**config.mk**
```make
export PLATFORM = sky130hd
export DESIGN_NAME = aff_round_fit
export DESIGN_NICKNAME = d
export VERILOG_FILES = /design/src/sv/aff_round_fit.sv
export SDC_FILE = /design/constraint.sdc
export NUM_CORES = 1
export LEC_CHECK = 0
export ABC_AREA = 0
export BUFFER_PORTS_ARGS = -buffer_cell sky130_fd_sc_hd__buf_2
export CAP_MARGIN = 5
export CORE_ASPECT_RATIO = 0.7
export CORE_UTILIZATION = 52
export DETAILED_ROUTE_END_ITERATION = 6
export PLACE_DENSITY = 0.86
export SLEW_MARGIN = 10
export SYNTH_ARGS = -nofsm -noshare
export SYNTH_HDL_FRONTEND = slang
export SYNTH_SLANG_ARGS = --single-unit
```
**constraint.sdc**
```tcl
create_clock -name vclk -period 5.5
set_input_delay 0.55 -clock vclk [all_inputs]
set_output_delay 0.55 -clock vclk [all_outputs]
set_load 0.03 [all_outputs]
```
**src/sv/aff_round_fit.sv**
```systemverilog
// rounds a sign/magnitude value by a right shift, checks the signed range
// no dependencies
module aff_round_fit #(
  parameter int IW = 97,
  parameter int K  = 32,
  parameter int W  = 32
) (
  input  logic          neg,
  input  logic [IW-1:0] mag,
  output logic          ok,
  output logic [W-1:0]  val
);

  logic [IW:0] m;
  logic [IW:0] sh;
  logic [IW:0] lim;

  assign m   = {1'b0, mag} + ((IW+1)'(1) << (K - 1));
  assign sh  = m >> K;
  assign lim = ((IW+1)'(1) << (W - 1)) - (IW+1)'(!neg);
  assign ok  = (sh <= lim);
  assign val = neg ? (~sh[W-1:0] + W'(1)) : sh[W-1:0];

endmodule
```
# --- Word level (Yosys, flattened, before mapping) ---
# Cells that the tools add are included.
word_totals:
  output_inout_bits: 33
  input_bits: 98
  reg_bits: 0
classes:
  n_reduce_logical: 1
  order_cmp: 1
  muxes: 1
  bitwise: 1
  addsub: 3
ops:
  columns: ["cell", "n"]
  rows:
  - ["$add 97x32->98 const B", 1]
  - ["$le 66x98->1", 1]
  - ["$sub 32x1->33 const A", 1]
  - ["$add 32x1->32 const B", 1]
  - ["$mux 32", 1]
  - ["$not 32->32", 1]
  - ["$logic_not 1->1", 1]

# --- Depth between registers and ports, before layout ---
depth:
  word_depth: 4
  ltp_mapped: 17
  depth_no_buf: 16

# --- Worst setup path before layout ---
# No wires, ideal clock.
synth_timing:
  path_type: "input to output"
  startpoint: "input port mag[31]"
  endpoint: "output port ok"
  stages: 16
  setup_slack_ps: 709
  path_buffers: 0
  required_time_ps: 4950
  arrival_time_ps: 4241
  path_cell_list: "ha_1 > nand4_4 > or4_4 > nor2_1 > and3_1 > xnor2_1 > inv_1 > ha_1 > nand4_1 > nor4_1 > nand4_1 > a21oi_1 > nand4_1 > or4b_1 > nor4_1 > and4_1"
synth_between:
  elab_chain_cells: 2
synth_lines:
  columns: ["item", "line_no", "text"]
  rows:
  - ["start: declaration", "9", "input logic [IW-1:0] mag,"]
  - ["$add 97x32->98", "18", "assign m = {1'b0, mag} + ((IW+1)'(1) << (K - 1));"]
  - ["$le 66x98->1", "21", "assign ok = (sh <= lim);"]
  - ["end: declaration", "10", "output logic ok,"]
# No other way between the ends.

# --- Worst setup path in the final report ---
layout_timing:
  startpoint: "input port mag[35]"
  endpoint: "output port ok"
# Same word-level chain as after synthesis.

==> metrics <==
leakage=~1.7 nW; Setup WS post-layout=about 0.11 ns; Synth-to-Final Area Change=26.0%; First DRT Iteration DRCs=582; nets@finish=a little over 700; measured slew at the worst slew-check pin=0.802 ns; Peak Freq=approximately 0.19 GHz; Mapped Cells=470; DRC viols=0; Die H=67.7 um; Tot GR Track Use=34.5%; initial antenna violation count=0; drt pass-1 iters=7; VDD IR-drop max=between 0.00005 and 0.00006 V; Fillers=465; Setup CP Type=in2out; CP max FO=10; Final Core Density=between 60 and 70%; antenna diode count=0; Final Max Slew Viols=0; total wire length=~12,000 um; crit path time final=5.39 ns; # hold bufs at CTS=0; max cap viols=0; DP Worst Slack=0.0151 ns; status=completed; # placed instances=approximately 650; largest net degree at the start of global routing=37; global-route wire length before repair=17,500 um; critical path arrival=roughly 4.8 ns; power density over the cells=79.6 nW/um2; Min-Delay Path Class=in2out; Via density=6.63; DR WL/cell=18.1 um; Core Footprint=around 6000 um2; Setup violations, final=0; Final ANT Viol Nets=0; worst stage delay on the critical path=0.58 ns; Distinct cells, synth=67; CP Cell Sequence=clkbuf_4 > nand2_4 > or4_4 > buf_4 > nor4_4 > xor2_2 > ha_1 > nand3_2 > nor4_4 > nand4_1 > a21oi_2 > nand4_1 > or4b_4 > nor4_4 > buf_4 > and4_1 > clkbuf_4; I/O Pins=131; Avg Synthesized Cell Area=6.82 um2; CP endpoint kind=output port; GPL Wtd Cong=1.00; Die ar.=6480 um2; Post-Syn Area=about 3200 um2; FF+latch count=0; Critical Path Start Type=input pin; vias post-DR=around 4,300; number of global-route vias before repair=~3,600; Slowest-stage cell, CP=or4_4; total nets after synthesis=602; layout cell share with drive strength beyond 1=28.5%; final non-filler cell total=654; DP HPWL=about 9600 um; final hold viol count=0; sequential share of the synthesized area=0%; register area=0 um2; initial core utilization=54.8%; clkbuf count=0; Fin Hold WS=about 1.6 ns; Multi-input gate area=3170 um2; Req. time, crit path=roughly 5 ns; Rel. slew slack=a little under half; Chip Width=95.8 um; Worst path most repeated cell=nor4_4; Synth warnings=0; period utilization=98.0%; row cnt=23; IO Port Bufs=100; total grt overflow=0
repair_timing:
item | CTS | global route
resized for setup | 1 | 24
setup endpoints to repair | 1 | 1
setup buffers | 0 | 6
pin swaps | 0 | 10
cells in the final DEF, fill, tap and decap left out, types with 7 or more instances in the layout:
cell type  count
a21oi_1       20
and3_1        17
and4_1        10
buf_2         97
buf_4         25
ha_1          33
inv_1         21
nand2_1       40
nand3_1       34
nand4_1       37
nor2_1        35
nor3_1        10
nor4_1        11
o21ai_0       20
o31ai_1        7
xnor2_1       46
xor2_1        19
final timing paths:
check,slack [ns],cells after the start,from,to
min,1.60,4,mag[96],ok
max,0.11,17,mag[35],ok
synth_stat cells, drive strengths merged (3+ instances only):
cell,instances,area share [%]
a211oi,5,1.2
nand4,38,7.9
a311oi,3,0.82
mux2,3,1.1
nand3,37,5.9
o21ai,21,3.3
o22ai,3,0.59
inv,21,2.5
nor3,12,2.0
xnor2,48,13
or4,4,1.1
ha,34,13
a31o,3,0.82
nor4,19,4.6
or3,5,1.0
a21o,4,0.94
a21oi,21,3.3
and4,13,3.7
nand2,41,4.9
buf,11,2.5
o31ai,7,1.6
clkbuf,5,0.59
xor2,22,6.0
nor2,35,4.1
and2,4,0.82
and3,19,3.8
routing by layer:
metal / vias to the layer above / track usage, % / wire, um
li1: 2021 / - / -
met1: 1923 / 52.2 / 4940
met5: - / 0 / 0
met2: 346 / 50.9 / 4940
met3: 44 / 5.63 / 1630
met4: 0 / 5.60 / 318
through the flow:
stage | power, mW | cell area (um2) | setup TNS [ns]
after floorplan | 0.193 | 3200 | 0
after global placement | 0.290 | 3840 | 0
after detailed placement | 0.302 | 3840 | 0
after CTS | 0.303 | 3850 | 0
after global routing | 0.344 | 4040 | -0.0669
final | 0.321 | 4040 | 0
critical path: cells and delay by family:
family | cells | cell delay (ns)
xor gates and xnor gates | 1 | 0.15
AOI/OAI and AO/OA | 1 | 0.24
and+or+nand+nor | 10 | 2.82
buffers and inverters | 4 | 0.71
adders and majority gates | 1 | 0.35
cell type report:
type / count / area share [%]
Multi-Input combinational cell: 433 / 78.5
Timing Repair Buffer: 125 / 17.2
Tap cell: 75 / 2.33
Inverter: 21 / 1.95
where the power goes:
group	leakage, nW	internal (mW)	switching (mW)
logic	1.69	0.114	0.207
registers	0	0	0
clock network	0	0	0
cell families after synthesis:
family | share of synthesized area (%)
AO/OA/AOI/OAI | 18.0
XOR/XNOR | 19.1
buffers and inverters | 5.51
multiplexers | 1.68
adder cells (fa/ha/maj) | 13.3
AND/OR/NAND/NOR | 42.3
(Power assumes the default switching activity.)
