--- src/sv/aff_pkg.sv ---
// shared types for the 2d affine inverse block
// no dependencies
package aff_pkg;

  typedef struct packed {
    logic valid;
    logic det_neg;
    logic det_zero;
  } div_ctl_t;

endpackage

--- src/sv/aff_div_cell.sv ---
// one cell of the reciprocal divider chain: one quotient bit per cell
// depends on aff_pkg
module aff_div_cell #(
  parameter int RW    = 66,
  parameter int QW    = 49,
  parameter int PL    = 200,
  parameter bit FIRST = 1'b0
) (
  input  logic              clk,
  input  logic              rst,
  input  logic              en,
  input  aff_pkg::div_ctl_t ctl_in,
  input  logic [RW-2:0]     d_in,
  input  logic [RW-1:0]     r_in,
  input  logic [QW-1:0]     q_in,
  input  logic [PL-1:0]     pl_in,
  output aff_pkg::div_ctl_t ctl_out,
  output logic [RW-2:0]     d_out,
  output logic [RW-1:0]     r_out,
  output logic [QW-1:0]     q_out,
  output logic [PL-1:0]     pl_out
);

  logic [RW-1:0] r2;
  logic          ge;

  assign r2 = {r_in[RW-2:0], FIRST};
  assign ge = (r2 >= {1'b0, d_in});

  always_ff @(posedge clk) begin
    if (rst) begin
      ctl_out <= '0;
    end else if (en) begin
      ctl_out <= ctl_in;
    end
    if (en) begin
      d_out  <= d_in;
      r_out  <= ge ? (r2 - {1'b0, d_in}) : r2;
      q_out  <= {q_in[QW-2:0], ge};
      pl_out <= pl_in;
    end
  end

endmodule

--- config.mk ---
export PLATFORM = sky130hd
export DESIGN_NAME = aff_div_cell
export DESIGN_NICKNAME = d
export VERILOG_FILES = /design/src/sv/aff_pkg.sv /design/src/sv/aff_div_cell.sv
export SDC_FILE = /design/constraint.sdc
export NUM_CORES = 1
export LEC_CHECK = 0
export ABC_AREA = 1
export BUFFER_PORTS_ARGS = -buffer_cell sky130_fd_sc_hd__buf_2
export CAP_MARGIN = 20
export CORE_AREA = 2 2 299 301
export CTS_CLUSTER_DIAMETER = 100
export CTS_CLUSTER_SIZE = 14
export DETAILED_ROUTE_END_ITERATION = 7
export DIE_AREA = 0 0 301 303
export PLACE_DENSITY = 0.5
export SYNTH_ARGS = -nofsm -noshare
export SYNTH_HDL_FRONTEND = slang
export SYNTH_SLANG_ARGS = --single-unit
export TNS_END_PERCENT = 1
--- constraint.sdc ---
create_clock -name clk -period 2.1 [get_ports clk]
set_input_delay 0.105 -clock clk [delete_from_list [all_inputs] [get_ports clk]]
set_output_delay 0.105 -clock clk [all_outputs]
set_load 0.03 [all_outputs]
=== Word-level counts from Yosys, hierarchy flattened ===
Index checks and enable logic that the tools add are counted.

* Output and inout bits: 383
* Bits in registers: 383
* Input port bits: 386
* Logic and storage cells: 11

* Add/subtract/negate cells: 1
* Magnitude comparators: 1
* Mux-type cells: 1

{| class="wikitable"
|+ Operator list
! kind !! count
|-
| 66-bit by 65-bit >= comparator with 1-bit output || 1
|-
| 66-bit 2-to-1 mux || 1
|-
| 66-bit by 65-bit subtractor with 66-bit output || 1
|}

=== Depth between registers and ports, before layout ===
* Depth after elaboration: 2
* Mapped depth: 19
* Gate-level depth less buffers: 18

=== Least setup slack after synthesis ===
OpenSTA, ideal clock, no wires.

* Path type: input -> register
* From: in d_in[46]
* To: reg r_out[59], data pin
* Buffers on the path: 2
* Path slack: 0.170 ns
* Data required time: 1.848 ns
* Data arrival time: 1.678 ns
* Stages on the path: 17
* Path through: inv_1 ha_1 nand2_1 nor2_2 inv_2 nor2_2 nand2_2 nor2_4 nand3_2 nand3_1 nor2_1 nand2_1 nand2_1 buf_6 buf_6 nand2_1 nand2_1

* Word-level cells in the longest chain between the ends: 2

{| class="wikitable"
|+ Ends and longest elaborated chain
! what !! line !! source
|-
| from (decl) || aff_div_cell.sv:13 || <nowiki>input logic [RW-2:0] d_in,</nowiki>
|-
| 66-bit by 65-bit subtractor with 66-bit output / 66-bit by 65-bit >= comparator with 1-bit output (equally long branches) || aff_div_cell.sv:38, aff_div_cell.sv:28 ||
|-
| 66-bit 2-to-1 mux * || aff_div_cell.sv:38 || <nowiki>r_out <= ge ? (r2 - {1'b0, d_in}) : r2;</nowiki>
|-
| to (signal assigned) || aff_div_cell.sv:38 ||
|-
| to (decl) || aff_div_cell.sv:19 || <nowiki>output logic [RW-1:0] r_out,</nowiki>
|}

Every way passes the cells marked *; elsewhere a longest branch is shown, timed or not.
A chain may end at the register's enable or synchronous reset.

=== Worst setup path in the final report ===
* From: in d_in[33]
* To: reg r_out[57], data pin

The elaborated chain is that of the path after synthesis.

==> flow_summary.toml <==
[route]
wire_per_inst_um = 19.3
antenna_left = 0
vias = 18500
wl_um = 89200
drt-initial-drc-count = 1042
drc = 0
dr.pass1.iters = 5
via_per_inst = 3.99

[sta]
max_slew.worst_pin.slew_ps = 520
hold_slack_ps = 29.5
finalMaxSlewViolations = 0
min_period_ps = 1990
min_period_over_period_pct = 94.6
fin_setup_tns_ps = 0
rsz0062_at_grt = "false"
setup_viol = 0
hold_violations = 0
fmax_ghz = 0.504
fin_skew_ps = 0
max_slew_margin_pct = 65.3

[critical_path]
ff2ff_setup_slack_ps = 1000
reg2regPathDepth = 3
cp_data_required_time_ps = 2440
critPathKind = "input pin to register"
critPathLaunchType = "input pin"
crit-reg2reg-launch = "ctl_out[0]"
arrival_ps = 2330
worstPathMaxFanout = 4
critPathCaptureType = "register"
r2r-end = "ctl_out[0]"

[pwr]
p_per_area_nw_per_um2 = 716
ir_drop_mv = 0.594
p_leak_nw = 15.4

[floorplanning]
die_w_um = 301
initial_core_util_pct = 21.2
coreArea_um2 = 88000
ios = 769
fp.dieH_um = 303
die_area_um2 = 91200
fp-row-count = 109

[cts]
h-tree-depth = 2
cts_tree = "built"
clkSlewWorstSetupHoldPaths_ps = 70
cts_made_buffers = 36
cts-root-buf = "clkbuf_16"
clock_latency_ps = 560
cts.sinks = 383
cts_buffer_depth = 3
cts_setup_buffers = 0

[worst_hold_path]
whs_path_depth = 1
hold_end = "pl_out[83]"
min-delay-start = "en"
hold_class = "input pin to register"

[cells_and_area]
final_common_cell = "nand2_1"
syn_to_final_growth_pct = 67.1
final_cell_mix = "nand2_1 (768), buf_2 (765), dlygate4sd3_1 (381)"
fin_util_pct = 35.4
fin_area_um2 = 31200
fin_nets = 3901
drive_gt1_share_pct = 33.4

[global_routing]
overflow = 0
grt_use_total_pct = 18.7
grt_pass1_vias = 18884
antenna_found_initial = 13
grt_pass1_wl_um = 124000
grt_max_degree = 59

[logic_synthesis]
synth.distinct_cells = 27
synth.net_count = 2422
yosys_warnings = 0
synth_cells = 1970
synth_top_cell_by_area = "edfxtp_1"
synth_area_per_cell_um2 = 9.47
synthesis.area_um2 = 18700
yosysTopAreaCellShare_pct = 61.1
synth_area_leaders = "edfxtp_1 (61%), nand2_1 (16%), inv_1 (7.0%)"
seq_area_frac_synth_pct = 61.5
synth_seq_cells = 383

[run_status]
outcome = "complete, no violations"

[place]
place.gp.congestion = 0.914
hpwl_um = 71600
portBuffers = 766
place_area_um2 = 26300

[run]
cap_violations = 0
## registers in the layout, indices dropped and copies added, names as in the netlist
register / cells
pl_out: 200
ctl_out: 3
r_out: 66
q_out: 49
d_out: 65
## synth_stat cells
master and instances:
nand2_1 771, nand3_1 65, nor2_1 140, xor2_1 37, nor2_2 10, edfxtp_1 380
inv_1 347, nand2_2 6, buf_6 11, a21oi_2 1, xnor2_1 2, inv_2 6
nand3b_1 5, a21oi_1 59, nor3_1 14, fa_1 1, o21bai_1 12, dfxtp_1 3
and2_1 4, or2_2 1, buf_2 3, nand4_1 6, o21ai_0 13, nand3_2 2
clkinv_1 2, ha_1 65, nor2_4 4
## power breakdown
part           switching (mW)  internal [mW]
logic                    4.02           2.39
clock network            3.10           3.32
registers               0.254           9.24
## stage by stage
| step | cells | setup slack (ps) | total power, mW |
|---|---|---|---|
| floorplan | 1970 | 170 | 12.6 |
| global placement | 4195 | -606 | 15.5 |
| global route | 4628 | 10.5 | 23.3 |
| detailed placement | 4195 | -566 | 15.5 |
| CTS | 4628 | 47.2 | 22.6 |
| finish | 4631 | 114 | 22.3 |
## routing by layer
metal  share of wire (%)  vias up  track usage [%]
li1                    -     9192                -
met1                  39     8598             21.3
met2                  52      577             34.7
met3                 5.1      129             3.10
met4                 4.1        4             7.04
met5               0.030        -                0
## critical path, stage by stage
cell and delay, ps:
buf_2 180, inv_1 140, ha_1 370, nand2_1 130
buf_4 150, nor2_1 270, nand2_1 170, buf_4 160
nor3_1 170, nand2_1 140, nand3_1 110, nand2_1 100
nand2_1 70, nand2_1 40
## area by class of cell
| type | count | area, um^2 |
|---|---|---|
| diodes | 3 | 7.51 |
| clock buffers | 45 | 977 |
| clock inverters | 7 | 81.3 |
| fillers | 9082 | 56800 |
| inverters | 355 | 1330 |
| multi-input cells | 1218 | 5740 |
| flip-flops and latches | 383 | 11500 |
| well taps | 1165 | 1460 |
| repair buffers | 1455 | 10100 |
## logic make-up after synthesis
| family | count (synthesis) | share of synthesized area, % |
|---|---|---|
| compound gates | 85 | 2.46 |
| xor+xnor | 39 | 1.83 |
| buf+inv | 369 | 7.88 |
| simple gates | 1028 | 21.9 |
| flops | 383 | 61.5 |
| fa+ha+maj | 66 | 4.47 |
## timing repair
action / CTS / global route
endpoints found under the hold margin: 380 / 0
hold buffers: 381 / 0
resized for setup: 0 / 9
endpoints found under the setup margin: 0 / 31
## worst max-delay path by stage
stage                        start         to  slack, ps  cells past startpoint
after floorplan           d_in[46]  r_out[59]        170                     17
after global placement     d_in[7]  r_out[60]       -610                     16
after detailed placement   d_in[7]  r_out[60]       -570                     16
after CTS                  d_in[7]  r_out[60]         50                     16
after global routing      d_in[31]  r_out[29]         10                     17
final                     d_in[33]  r_out[57]        110                     14
(Power assumes the default switching activity.)
